### src/rtl/pls_pkg.sv
// Package for the positional list store: request and response types,
// mode codes and fixed field widths. Depends on nothing.
package pls_pkg;

  localparam int unsigned PosW     = 11;
  localparam int unsigned DataW    = 32;
  localparam int unsigned CountW   = 11;
  localparam int unsigned ModeW    = 2;
  localparam int unsigned Capacity = 1024;

  // Mode codes; the fourth code is unused and always rejected
  localparam logic [ModeW-1:0] ModeInsert = 2'd0;
  localparam logic [ModeW-1:0] ModeDelete = 2'd1;
  localparam logic [ModeW-1:0] ModeRead   = 2'd2;

  typedef struct packed {
    logic [ModeW-1:0]        mode;
    logic [PosW-1:0]         position;
    logic signed [DataW-1:0] new_value;
  } pls_req_t;

  typedef struct packed {
    logic                    ok;
    logic signed [DataW-1:0] data_out;
    logic [CountW-1:0]       count_now;
  } pls_rsp_t;

  // Sequencer states
  typedef enum logic [3:0] {
    StIdle  = 4'b0001,
    StShift = 4'b0010,
    StLast  = 4'b0100,
    StFin   = 4'b1000
  } pls_state_e;

endpackage

### src/rtl/pls_seq.sv
// Request sequencer: checks position against the length, walks the store one
// entry per cycle to shift or read it, and forms the response. Uses pls_pkg.
module pls_seq #(
  parameter int unsigned Capacity = 1024
) (
  input  logic                              clk_i,
  input  logic                              rst_ni,
  input  logic                              start,
  output logic                              busy,
  input  pls_pkg::pls_req_t                 req_i,
  output logic                              rsp_valid_o,
  output pls_pkg::pls_rsp_t                 rsp_o,
  output logic                              mem_re_o,
  output logic [$clog2(Capacity)-1:0]       mem_raddr_o,
  output logic                              mem_we_o,
  output logic [$clog2(Capacity)-1:0]       mem_waddr_o,
  output logic [pls_pkg::DataW-1:0]         mem_wdata_o,
  input  logic [pls_pkg::DataW-1:0]         mem_rdata_i
);
  import pls_pkg::*;

  localparam int unsigned AW = $clog2(Capacity);
  localparam int unsigned LW = $clog2(Capacity + 1);
  localparam int unsigned CW = ((LW > PosW) ? LW : PosW) + 1;

  pls_state_e       state_q, state_d;
  logic [LW-1:0]    len_q, len_d;
  logic             rsp_valid_q, rsp_valid_d;
  logic             first_q, first_d;
  logic             pend_q, pend_d;
  logic             cap_q, cap_d;
  logic [ModeW-1:0] mode_q, mode_d;
  logic [AW-1:0]    rd_q, rd_d;
  logic [AW-1:0]    end_q, end_d;
  logic [AW-1:0]    ins_q, ins_d;
  logic [AW-1:0]    waddr_q, waddr_d;
  logic [DataW-1:0] val_q, val_d;
  logic [DataW-1:0] data_q, data_d;
  pls_rsp_t         rsp_q, rsp_d;

  logic [CW-1:0]    pos_c, len_c, posm1_c;
  logic [AW-1:0]    posm1, lenm1;
  logic             ins_ok, rd_ok, is_ins;

  // Position checks on the incoming request
  assign pos_c   = CW'(req_i.position);
  assign len_c   = CW'(len_q);
  assign posm1_c = pos_c - CW'(1);
  assign posm1   = posm1_c[AW-1:0];
  assign lenm1   = AW'(len_c - CW'(1));
  assign ins_ok  = (pos_c != '0) && (pos_c <= len_c + CW'(1)) && (len_c < CW'(Capacity));
  assign rd_ok   = (pos_c != '0) && (pos_c <= len_c);
  assign is_ins  = (mode_q == ModeInsert);

  // Next state, memory port and response
  always_comb begin
    state_d     = state_q;
    len_d       = len_q;
    rsp_valid_d = 1'b0;
    rsp_d       = rsp_q;
    first_d     = first_q;
    pend_d      = pend_q;
    cap_d       = cap_q;
    mode_d      = mode_q;
    rd_d        = rd_q;
    end_d       = end_q;
    ins_d       = ins_q;
    waddr_d     = waddr_q;
    val_d       = val_q;
    data_d      = cap_q ? mem_rdata_i : data_q;
    mem_re_o    = 1'b0;
    mem_raddr_o = rd_q;
    // a read issued last cycle is written back now, one entry over
    mem_we_o    = pend_q;
    mem_waddr_o = waddr_q;
    mem_wdata_o = mem_rdata_i;

    unique case (state_q)
      StIdle: begin
        if (start) begin
          mode_d  = req_i.mode;
          val_d   = req_i.new_value;
          ins_d   = posm1;
          first_d = 1'b1;
          data_d  = '0;
          priority if (req_i.mode == ModeInsert && ins_ok) begin
            if (posm1_c == len_c) begin
              state_d = StFin;
            end else begin
              rd_d    = lenm1;
              end_d   = posm1;
              state_d = StShift;
            end
          end else if (req_i.mode == ModeDelete && rd_ok) begin
            rd_d    = posm1;
            end_d   = lenm1;
            state_d = StShift;
          end else if (req_i.mode == ModeRead && rd_ok) begin
            rd_d    = posm1;
            end_d   = posm1;
            state_d = StShift;
          end else begin
            rsp_valid_d     = 1'b1;
            rsp_d.ok        = 1'b0;
            rsp_d.data_out  = '0;
            rsp_d.count_now = CountW'(len_q);
          end
        end
      end
      StShift: begin
        // read and write addresses are always two entries apart: no forwarding
        mem_re_o = 1'b1;
        first_d  = 1'b0;
        pend_d   = is_ins || !first_q;
        cap_d    = !is_ins && first_q;
        waddr_d  = is_ins ? rd_q + AW'(1) : rd_q - AW'(1);
        if (rd_q == end_q) begin
          state_d = StLast;
        end else begin
          rd_d = is_ins ? rd_q - AW'(1) : rd_q + AW'(1);
        end
      end
      StLast: begin
        pend_d  = 1'b0;
        cap_d   = 1'b0;
        state_d = StFin;
      end
      StFin: begin
        if (is_ins) begin
          mem_we_o    = 1'b1;
          mem_waddr_o = ins_q;
          mem_wdata_o = val_q;
          len_d       = len_q + LW'(1);
        end else if (mode_q == ModeDelete) begin
          len_d = len_q - LW'(1);
        end
        rsp_valid_d     = 1'b1;
        rsp_d.ok        = 1'b1;
        rsp_d.data_out  = is_ins ? '0 : data_q;
        rsp_d.count_now = CountW'(len_d);
        state_d         = StIdle;
      end
      default: begin
        state_d = StIdle;
      end
    endcase
  end

  // Control registers
  always_ff @(posedge clk_i or negedge rst_ni) begin
    if (!rst_ni) begin
      state_q     <= StIdle;
      len_q       <= '0;
      rsp_valid_q <= 1'b0;
      first_q     <= 1'b0;
      pend_q      <= 1'b0;
      cap_q       <= 1'b0;
    end else begin
      state_q     <= state_d;
      len_q       <= len_d;
      rsp_valid_q <= rsp_valid_d;
      first_q     <= first_d;
      pend_q      <= pend_d;
      cap_q       <= cap_d;
    end
  end

  // Payload registers
  always_ff @(posedge clk_i) begin
    mode_q  <= mode_d;
    rd_q    <= rd_d;
    end_q   <= end_d;
    ins_q   <= ins_d;
    waddr_q <= waddr_d;
    val_q   <= val_d;
    data_q  <= data_d;
    rsp_q   <= rsp_d;
  end

  assign busy        = (state_q != StIdle);
  assign rsp_valid_o = rsp_valid_q;
  assign rsp_o       = rsp_q;

endmodule

### config.mk
export PLATFORM = sky130hd
export DESIGN_NAME = pls_seq
export DESIGN_NICKNAME = d
export VERILOG_FILES = /design/src/rtl/pls_pkg.sv /design/src/rtl/pls_seq.sv
export SDC_FILE = /design/constraint.sdc
export NUM_CORES = 1
export LEC_CHECK = 0
export BUFFER_PORTS_ARGS = -buffer_cell sky130_fd_sc_hd__buf_4
export CAP_MARGIN = 0
export CORE_ASPECT_RATIO = 1.2
export CORE_MARGIN = 3
export CORE_UTILIZATION = 55
export DETAILED_ROUTE_END_ITERATION = 8
export PLACE_DENSITY = 0.92
export SYNTH_ARGS = -nofsm -noshare
export SYNTH_HDL_FRONTEND = slang
export SYNTH_SLANG_ARGS = --single-unit
### constraint.sdc
create_clock -name clk_i -period 13.81 [get_ports clk_i]
set_clock_uncertainty 0.05 [all_clocks]
set_input_delay 1.381 -clock clk_i [delete_from_list [all_inputs] [get_ports clk_i]]
set_output_delay 1.381 -clock clk_i [all_outputs]
set_load 0.05 [all_outputs]
==> metrics.md, run 1 <==
| Metric | Value |
|---|---|
| Status | complete, no violations |
| P_int | 974 uW |
| First-pass GRT wire length | 32.7 mm |
| Worst Path Max Fanout | 24 |
| Fill cells | 1040 |
| Share of cells above drive strength 1 | 33.0% |
| Antenna violations before repair | 0 |
| Seq cells post-synth | ~170 |
| Hold Startpoint | data_q[4] |
| Post-synthesis simple-gate area fraction | 12.9% |
| # rows | 49 |
| Drt wl/cell | 19.1 um |
| CTS Buffer Depth | 2 |
| Final hold violations | 0 |
| Post-Synth Adder-Cell Area | ~4.0% |
| Routed length on met3 | 1.23 mm |
| Required @ worst endpoint | 12.38 ns |
| Mapped cell area | roughly 8500 um2 |
| Die Y | 142 um |
| Post-synthesis mux area share | 12.3% |
| Largest family of logic cells by synthesized area | simple AND/OR/NAND/NOR gates |
| Grt total ovfl | 0 |
| Clk slew on worst S/H paths | approximately 0.07 ns |
| Global-route usage over all layers | 24.7% |
| Min-Delay Path Class | flop to flop |
| PD cells | roughly 130 nW/um2 |
| Crit Path Category | flop to output port |
| Register area | 4660 um2 |
| Post-Syn Instances | 711 |
| Max_slew headroom | 22.4% |
| Pin count of the biggest net entering global routing | approximately 80 |
| Ys Warns | 0 |
| Switch Pwr | 433 uW |
| Mapped Nets | 818 |
| Dominant synthesized flop cell | edfxtp_1 |
| Die W | 120 um |
| Switching Share | 30.8% |
| Layout area overhead | 24.8% |
| IO Port Bufs | 179 |
| Dpl cells | 1061 |
| Worst reg2reg path depth | 13 |
| I/O pin count | 180 |
| Main area contributors after synthesis | edfxtp_1 42%, dfxtp_1 7.5%, mux2_2 6.4% |
| Post-CTS Setup Bufs | 0 |
| Synth top area share | about two fifths |
| Fin crit share | about a third |
| Max-Cap Viols | 0 |
| Gate power share | roughly a fifth |
| Number of diodes | 0 |
| Top-count cell post-synth | edfxtp_1 |
| Dpl hpwl | 15.0 mm |
| CTS-repair resized insts | 0 |
| Wl on met1 | 7.93 mm |
| RR Startpoint | len_q[1] |
| Share of flip-flops with an asynchronous set or reset | 11.2% |
| Antenna violation net count after detailed routing | 0 |
| Final core utilization | a little over two thirds |
| Layout Cells excl Fill | 1093 |
| Cts bufs inserted | 17 |
| Final Slew Violations | 0 |
| Vias in the first global route | 6134 |
| Fin crit period | approximately 4.9 ns |
| Startpoint types | flop |
| WL met2 | 10.9 mm |
| Top routing layer used | met4 |
| Finish-stage setup viols | 0 |
| Peak Freq | 205 MHz |
| Compound-cell area share of the yosys netlist | roughly 5.7% |
| Cell taking the most area after synthesis | edfxtp_1 |
| GPL Wtd Cong | 0.959 |
| Syn Area/Cell | 12.0 um2 |
| Setup TNS after final layout | 0 ns |
| Slew @ Worst Pin | 1.16 ns |
| Die footprint | approximately 17000 um2 |
| XOR/XNOR share of the synthesized area | 7.06% |
| Drt total wl | 20.8 mm |
| Sequential area share after synthesis | a little over half |
| Worst vdd ir | 63.0 uV |
| Crit end category | output port |
| Initial Utilization | 56.4% |
| Min-Delay Endpoint | data_q[4] |
| TritonCTS clock tree | done |
| Post-synth EDFFs | 118 |
| Vias | 6100 |
| WP data arrival | ~3.5 ns |
| Worst-Skew Late Latency | ~0.43 ns |
| RSZ-0062 raised after global routing | false |
| Core area | ~15000 um2 |
| Reg2reg end | rsp_o[17] |
| CTS sink count | 169 |
| DRC Markers | 0 |
| Clock Power Share | 33.8% |
| Worst Hold Path Cells | 2 |
| Area occupied by multi-input gates | 3600 um2 |
| CTS H-Tree Depth | 4 |
| LEAKAGE | 4.27 nW |
| Via-per-instance ratio | ~5.6 |
| Seq pwr share | 47.3% |
| Top cells by count, synth | 118 x edfxtp_1, 64 x nor2_1, 51 x xnor2_1 |
| Crit path from | state_q[1] |
| Initial DRC Count | 492 |
| DR pass1 iterations | 7 |
| Nets@finish | just under 1000 |
| CTS Hold Bufs | 0 |
| Cell variety after synth | 64 |
| CTS root buf | clkbuf_16 |
| R2R setup slack | 9.51 ns |
==> worst max-delay path, stage by stage, from the launching register on <==
cell	delay, ns
dfrtp_1	0.40
or4b_1	0.69
or2_2	0.41
nor2_4	0.48
buf_4	0.43
mux2_2	0.39
buf_4	0.19
==> flip-flops by register name, indices dropped and copies added (netlist names) <==
register     count
rsp_o           44
data_q          32
val_q           32
len_q           11
end_q           10
ins_q           10
mem_raddr_o     10
waddr_q         10
state_q          4
mode_q           2
cap_q            1
first_q          1
pend_q           1
rsp_valid_o      1
==> layer usage <==
layer  vias up  GRT usage, %
li1       2882             -
met1      2930          29.3
met2       234          43.3
met3        54          5.17
met4         0          10.9
met5         -             0
==> stage by stage <==
| stage | area [um2] | hold WS [ns] | power (mW) | worst slack [ns] |
|---|---|---|---|---|
| after global routing | 10600 | 0.478 | 1.46 | 8.72 |
| after global placement | 10000 | 0.413 | 0.926 | 9.41 |
| final | 10600 | 0.445 | 1.41 | 8.93 |
| after detailed placement | 10000 | 0.426 | 0.938 | 9.38 |
| after CTS | 10600 | 0.446 | 1.42 | 8.90 |
| after floorplan | 8510 | 0.402 | 0.847 | 7.05 |
==> kinds of logic after synthesis <==
| kind of cell | after synthesis |
|---|---|
| AOI/OAI and AO/OA | 75 |
| and+or+nand+nor | 208 |
| DFF | 169 |
| buffers and inverters | 68 |
| muxes | 97 |
| adders and majority gates | 27 |
| xor gates and xnor gates | 67 |
==> power by group through the flow <==
stage	clock (mW)	combinational [mW]	sequential, mW
floorplan	0	0.162	0.685
global placement	0	0.257	0.670
detailed placement	0	0.264	0.674
CTS	0.482	0.268	0.666
global route	0.504	0.285	0.674
finish	0.476	0.267	0.665
==> layout make-up <==
class	instances	share of cell area, %
Clock buffer	18	4.24
Multi-Input combinational cell	474	33.9
Sequential cell	169	43.9
Timing Repair Buffer	184	13.0
Clock inverter	14	1.54
Tap cell	204	2.40
Inverter	30	1.06
==> layout by cell type (no fill, tap or decap), types with 8 or more instances in the layout <==
cell | synthesis | layout
buf_4 | 0 | 184
edfxtp_1 | 118 | 118
nor2_1 | 64 | 64
xnor2_1 | 51 | 51
mux2_2 | 48 | 48
mux2i_1 | 46 | 46
and2_1 | 34 | 34
nand2_1 | 33 | 33
dfxtp_1 | 32 | 32
inv_1 | 27 | 27
ha_1 | 27 | 27
a21oi_1 | 21 | 21
o21ai_0 | 21 | 21
clkbuf_16 | 0 | 18
dfrtp_1 | 18 | 17
xor2_1 | 15 | 15
nand3_1 | 14 | 14
nor3_1 | 12 | 12
nand4_1 | 8 | 8
==> worst max path at each step <==
stage / endpoint / slack [ns] / cells after the start
after floorplan: rsp_o[0] / 7.05 / 8
after global placement: rsp_o[17] / 9.41 / 9
after detailed placement: rsp_o[17] / 9.38 / 9
after CTS: mem_waddr_o[5] / 8.90 / 6
after global routing: mem_waddr_o[5] / 8.72 / 6
final: mem_wdata_o[16] / 8.93 / 6
No activity file was read; power rests on OpenSTA's default activity.
==> inputs of run 2 (changes only) <==
- CORE_UTILIZATION: 55 -> 50
- PLACE_DENSITY: 0.92 -> 0.89
- clock period: 13.81 -> 4.3 ns (I/O delays scaled with it)
==> run 2 against run 1 <==
Effect of this change:
- setup slack got worse by 8.4 ns
- combinational power increased to 3.2 times the previous value
- clock power increased to 3.2 times the previous value
- die area increased by 9.5%
- sequential cell count unchanged
==> metrics.md, run 2 (synthesized netlist as in run 1, its figures left out) <==
| Metric | Value |
|---|---|
| Dpl hpwl | 15.0 mm (-0.17%) |
| Crit end category | flop |
| PD cells | 422 nW/um2 (+220%) |
| Design area | 10600 um2 (about the same) |
| Worst-Skew Late Latency | 0.42 ns (about the same) |
| Dpl cells | 1070 (+0.85%) |
| GPL Wtd Cong | 1.02 (+5.9%) |
| Power, Total | 4.48 mW (+220%) |
| Post-CTS Setup Bufs | 0 (unchanged) |
| Pin count of the biggest net entering global routing | 78 (unchanged) |
| Via-per-instance ratio | 5.44 (-2.5%) |
| I/O pin count | 180 (unchanged) |
| Startpoint types | flop |
| Hold_ws | 0.128 ns (-0.317 ns) |
| Drt total wl | 20.2 mm (-3.0%) |
| First-pass GRT wire length | 31.6 mm (-3.2%) |
| CTS root buf | clkbuf_16 |
| Nets@finish | 985 (+0.20%) |
| DR pass1 iterations | 5 (-2) |
| WP data arrival | 3.77 ns (+0.32 ns) |
| Status | complete, no violations |
| Initial Utilization | 51.7% (-4.7 points) |
| Peak Freq | 267 MHz |
| Crit Path Category | flop to flop |
| Slowest stage cell, crit path | dfrtp_1 |
| Final Worst Setup Slack | 0.551 ns (-8.38 ns) |
| LEAKAGE | 4.27 nW (+0.19%) |
| Worst vdd ir | 223 uV (+250%) |
| Worst Path Max Fanout | 14 (-42%) |
| # rows | 51 (+4.1%) |
| Fin crit share | between 80% and 90% |
| Share of cells above drive strength 1 | 32.9% (-0.074 points) |
| CTS Buffer Depth | 2 (unchanged) |
| RSZ-0062 raised after global routing | false |
| Antenna violations before repair | 0 (unchanged) |
| Global-route usage over all layers | 21.5% (-3.2 points) |
| Slew @ Worst Pin | 1.18 ns (+0.0174 ns) |
| Min-Delay Path Class | primary input to flop |
| Setup TNS after final layout | 0 ns (unchanged) |
| Max_slew headroom | 21.3% (-1.2 points) |
| Grt total ovfl | 0 (unchanged) |
| Fin crit period | 3.75 ns |
| Placed instance area | 10000 um2 (+0.30%) |
| Die Y | 149 um (+4.7%) |
| Antenna violation net count after detailed routing | 0 (unchanged) |
| Number of diodes | 0 (unchanged) |
| Cts bufs inserted | 17 (unchanged) |
| CTS sink count | 169 (unchanged) |
| Initial DRC Count | 310 (-37%) |
| Worst path max stage delay | 0.52 ns (-0.17 ns) |
| Number of flip-flops in the largest register | 44 (unchanged) |
| Layout area overhead | 24.9% (about the same) |
| Drt wl/cell | 18.3 um (-3.9%) |
| Vias | 6002 (-1.6%) |
| Final hold violations | 0 (unchanged) |
| Worst-path cell chain | nand3_1 -> nor4_1 -> xnor2_1 -> ha_1 -> a21o_1 -> a221oi_1 -> o21ai_0 -> nor2_1 -> o31a_4 -> o21a_1 -> and2_1 |
| TritonCTS clock tree | done |
| Die W | 125 um (+4.6%) |
| Final Slew Violations | 0 (unchanged) |
| Most common cell after layout, fill and taps aside | buf_4 |
| Max-Cap Viols | 0 (unchanged) |
| Finish-stage setup viols | 0 (unchanged) |
| DRC Markers | 0 (unchanged) |
| Required @ worst endpoint | 4.32 ns (-8.06 ns) |
| Die footprint | 18600 um2 (+9.5%) |
| Final core utilization | 64.6% (-5.9 points) |
| Core area | 16500 um2 (+9.2%) |
| Layout Cells excl Fill | 1103 (+0.91%) |
| Clk slew on worst S/H paths | 0.07 ns (about the same) |
| CTS H-Tree Depth | 4 (unchanged) |
| Pre-CTS setup slack | 0.595 ns (-8.78 ns) |
| CTS-repair resized insts | 0 (unchanged) |
| IO Port Bufs | 179 (unchanged) |
| Commonest non-fill, non-tap cells in the layout | 184 x buf_4, 118 x edfxtp_1, 64 x nor2_1, 51 x xnor2_1, 48 x mux2_2 |
| Vias in the first global route | 6194 (+0.98%) |
==> run 2: cell types whose count changed in the layout (fill, tap and decap cells not counted) <==
cell / delta
buf_12: +1
bufinv_16: +1
clkbuf_1: +1
clkinv_2: +3
clkinv_8: -4
clkinvlp_4: -1
dlygate4sd3_1: +1
inv_6: +3
inv_8: -3
==> run 2: power by group <==
group / internal, mW / leakage (nW) / total (mW) / switching [mW]
logic: 0.350 / 2.34 / 0.854 / 0.504
clock network: 0.849 / 0.292 / 1.50 / 0.653
registers: 1.96 / 1.64 / 2.13 / 0.165
==> run 2: metal layers <==
layer	GRT usage, %	wire length, um
met3	4.08	1010
met4	9.65	668
met2	38.1	10500
met5	0	0
met1	25.4	7980
==> run 2: layout make-up <==
| type | count | area [um2] |
|---|---|---|
| fillers | 1271 | 5830 |
| flip-flops and latches | 169 | 4660 |
| multi-input cells | 474 | 3600 |
| repair buffers | 186 | 1410 |
| clock buffers | 19 | 454 |
| well taps | 212 | 265 |
| clock inverters | 13 | 129 |
| inverters | 30 | 113 |
==> run 2: repair_timing <==
| action | in CTS | in global routing |
|---|---|---|
| endpoints found under the hold margin | 18 | 0 |
| hold buffers | 1 | 0 |
| endpoints found under the setup margin | 0 | 0 |
==> run 2: worst paths after layout <==
path / slack (ns) / start / cells past startpoint / endpoint
max: 0.55 / len_q[2] / 11 / end_q[5]
min: 0.13 / req_i[16] / 1 / val_q[16]
max reg2reg: 0.55 / len_q[2] / 11 / end_q[5]
min reg2reg: 0.44 / data_q[15] / 2 / data_q[15]
max in group asynchronous: 3.55 / rst_ni / 2 / state_q[0]
min in group asynchronous: 0.38 / rst_ni / 2 / len_q[7]
==> run 2: critical path, delay by kind of cell, from the launching register on <==
kind            cells  cell delay (ns)
flops               1             0.52
fa+ha+maj           1             0.30
compound gates      5             1.11
xor+xnor            1             0.21
simple gates        4             1.21
==> inputs of run 3 (changes only) <==
- MAX_ROUTING_LAYER: default -> met4
==> run 3 against run 2 <==
Effect of this change:
- core utilization is 0.068 points lower
- via count hardly changed
- critical endpoint is now end_q[3]
- routed wire length is 1.7% higher
- sequential power hardly changed
- largest cell class unchanged
==> metrics.md, run 3 (synthesized netlist as in run 1, its figures left out) <==
| Metric | Value |
|---|---|
| Status | complete, no violations |
| TritonCTS clock tree | done |
| First-pass GRT wire length | 32.8 mm (+3.6%) |
| Drt wl/cell | 18.6 um (+1.8%) |
| WP data arrival | 3.82 ns (+0.05 ns) |
| Clk slew on worst S/H paths | 0.08 ns (about the same) |
| Via-per-instance ratio | 5.45 (+0.12%) |
| CP top delay family | simple AND/OR/NAND/NOR gates |
| Core area | 16500 um2 (unchanged) |
| DRC Markers | 0 (unchanged) |
| Max-Cap Viols | 0 (unchanged) |
| Fin crit period | 3.79 ns (+0.0450 ns) |
| CTS Buffer Depth | 2 (unchanged) |
| Worst vdd ir | 278 uV (+25%) |
| Dpl hpwl | 15.1 mm (+0.58%) |
| Fin crit share | 88.2% (+1.0 points) |
| Worst-Skew Late Latency | 0.43 ns (about the same) |
| Antenna violation net count after detailed routing | 0 (unchanged) |
| Required @ worst endpoint | 4.33 ns (about the same) |
| Post-CTS Setup Bufs | 0 (unchanged) |
| Fill cells | 1256 (-1.2%) |
| Cts bufs inserted | 17 (unchanged) |
| Slowest stage cell, crit path | dfrtp_1 |
| Pin count of the biggest net entering global routing | 78 (unchanged) |
| IO Port Bufs | 179 (unchanged) |
| CTS H-Tree Depth | 4 (unchanged) |
| Finish-stage setup viols | 0 (unchanged) |
| Initial Utilization | 51.7% (unchanged) |
| CTS root buf | clkbuf_16 |
| Peak Freq | 264 MHz (-1.2%) |
| PD cells | 420 nW/um2 (-0.33%) |
| Die footprint | 18600 um2 (unchanged) |
| Worst path max stage delay | 0.44 ns (-0.08 ns) |
| Die W | 125 um (unchanged) |
| Layout area overhead | 24.8% |
| CTS sink count | 169 (unchanged) |
| I/O pin count | 180 (unchanged) |
| Vias | 6004 (+0.033%) |
| Worst-path cell chain | ha_1 -> nand3_1 -> nor2_1 -> nand3_1 -> xnor2_1 -> ha_1 -> and3_1 -> a221oi_1 -> o21ai_0 -> nor2_1 -> o31a_4 -> o21a_1 -> and2_1 |
| Grt total ovfl | 0 (unchanged) |
| Crit Path Category | flop to flop |
| Slew @ Worst Pin | 1.17 ns (-0.00327 ns) |
| Crit end category | flop |
| Startpoint types | flop |
| CP Buf/Inv Count | 0 (unchanged) |
| Number of diodes | 0 (unchanged) |
| Die Y | 149 um (unchanged) |
| Share of cells above drive strength 1 | 32.8% (-0.075 points) |
| Most common cell after layout, fill and taps aside | buf_4 |
| RSZ-0062 raised after global routing | false |
| Setup TNS after final layout | 0 ns (unchanged) |
| Vias in the first global route | 6223 (+0.47%) |
| Worst Path Max Fanout | 14 (unchanged) |
| Final Slew Violations | 0 (unchanged) |
| Power, Total | 4.47 mW (-0.43%) |
| DR pass1 iterations | 5 (unchanged) |
| GPL Wtd Cong | 0.895 (-12%) |
| Max_slew headroom | 21.5% (+0.22 points) |
| Antenna violations before repair | 0 (unchanged) |
| Final hold violations | 0 (unchanged) |
| Drt total wl | 20.5 mm (+1.7%) |
| Number of flip-flops in the largest register | 44 (unchanged) |
| Commonest non-fill, non-tap cells in the layout | 183 x buf_4, 118 x edfxtp_1, 64 x nor2_1, 51 x xnor2_1, 48 x mux2_2 |
| LEAKAGE | 4.26 nW (-0.28%) |
| Global-route usage over all layers | 22.7% (+1.3 points) |
| # rows | 51 (unchanged) |
| Initial DRC Count | 376 (+21%) |
| Nets@finish | 984 (-0.10%) |
| Min-Delay Path Class | primary input to flop |
-- run 3: area by class of cell --
cell class,instances,area (um2),share of cell area [%]
inverters,30,113,1.06
clock inverters,15,154,1.45
clock buffers,17,425,4.01
well taps,212,265,2.50
multi-input cells,474,3600,33.9
repair buffers,185,1400,13.2
flip-flops and latches,169,4660,43.9
-- run 3: per-layer routing --
layer  track usage, %  up-vias  part of all wire [%]
met2             39.0      182                    53
met4             7.16        0                   2.4
met3             4.37       38                   4.5
met5                -        -                     0
met1             27.3     2903                    40
li1                 -     2881                     -
-- run 3: where the power goes --
group	internal, mW	total (mW)	switching [mW]	leakage, nW
Combinational	0.350	0.857	0.507	2.33
Clock	0.776	1.48	0.700	0.286
Sequential	1.96	2.13	0.169	1.64
-- run 3: worst paths after layout --
path / from / endpoint / slack [ns] / cells past startpoint
hold / removal: req_i[13] / val_q[13] / 0.12 / 1
setup / recovery: len_q[1] / end_q[3] / 0.51 / 13
setup reg to reg: len_q[1] / end_q[3] / 0.51 / 13
max in group asynchronous: rst_ni / state_q[0] / 3.55 / 2
min in group asynchronous: rst_ni / len_q[3] / 0.37 / 2
hold reg to reg: data_q[4] / data_q[4] / 0.44 / 2
-- run 3: metrics by stage --
stage / hold slack [ns] / area [um2] / utilization (%) / setup slack (ns) / instances
after global routing: 0.104 / 10600 / 64.5 / 0.243 / 1102
after detailed placement: 0.279 / 10000 / 60.9 / 0.545 / 1069
after global placement: 0.275 / 10000 / 60.9 / 0.657 / 1069
final: 0.119 / 10600 / 64.5 / 0.506 / 1102
after floorplan: 0.0844 / 8520 / - / 0.0648 / 711
after CTS: 0.109 / 10600 / 64.5 / 0.515 / 1102
-- run 3: repair_timing --
action	CTS	global route
hold endpoints to repair	18	0
gates resized for setup	0	0
hold buffers	1	0
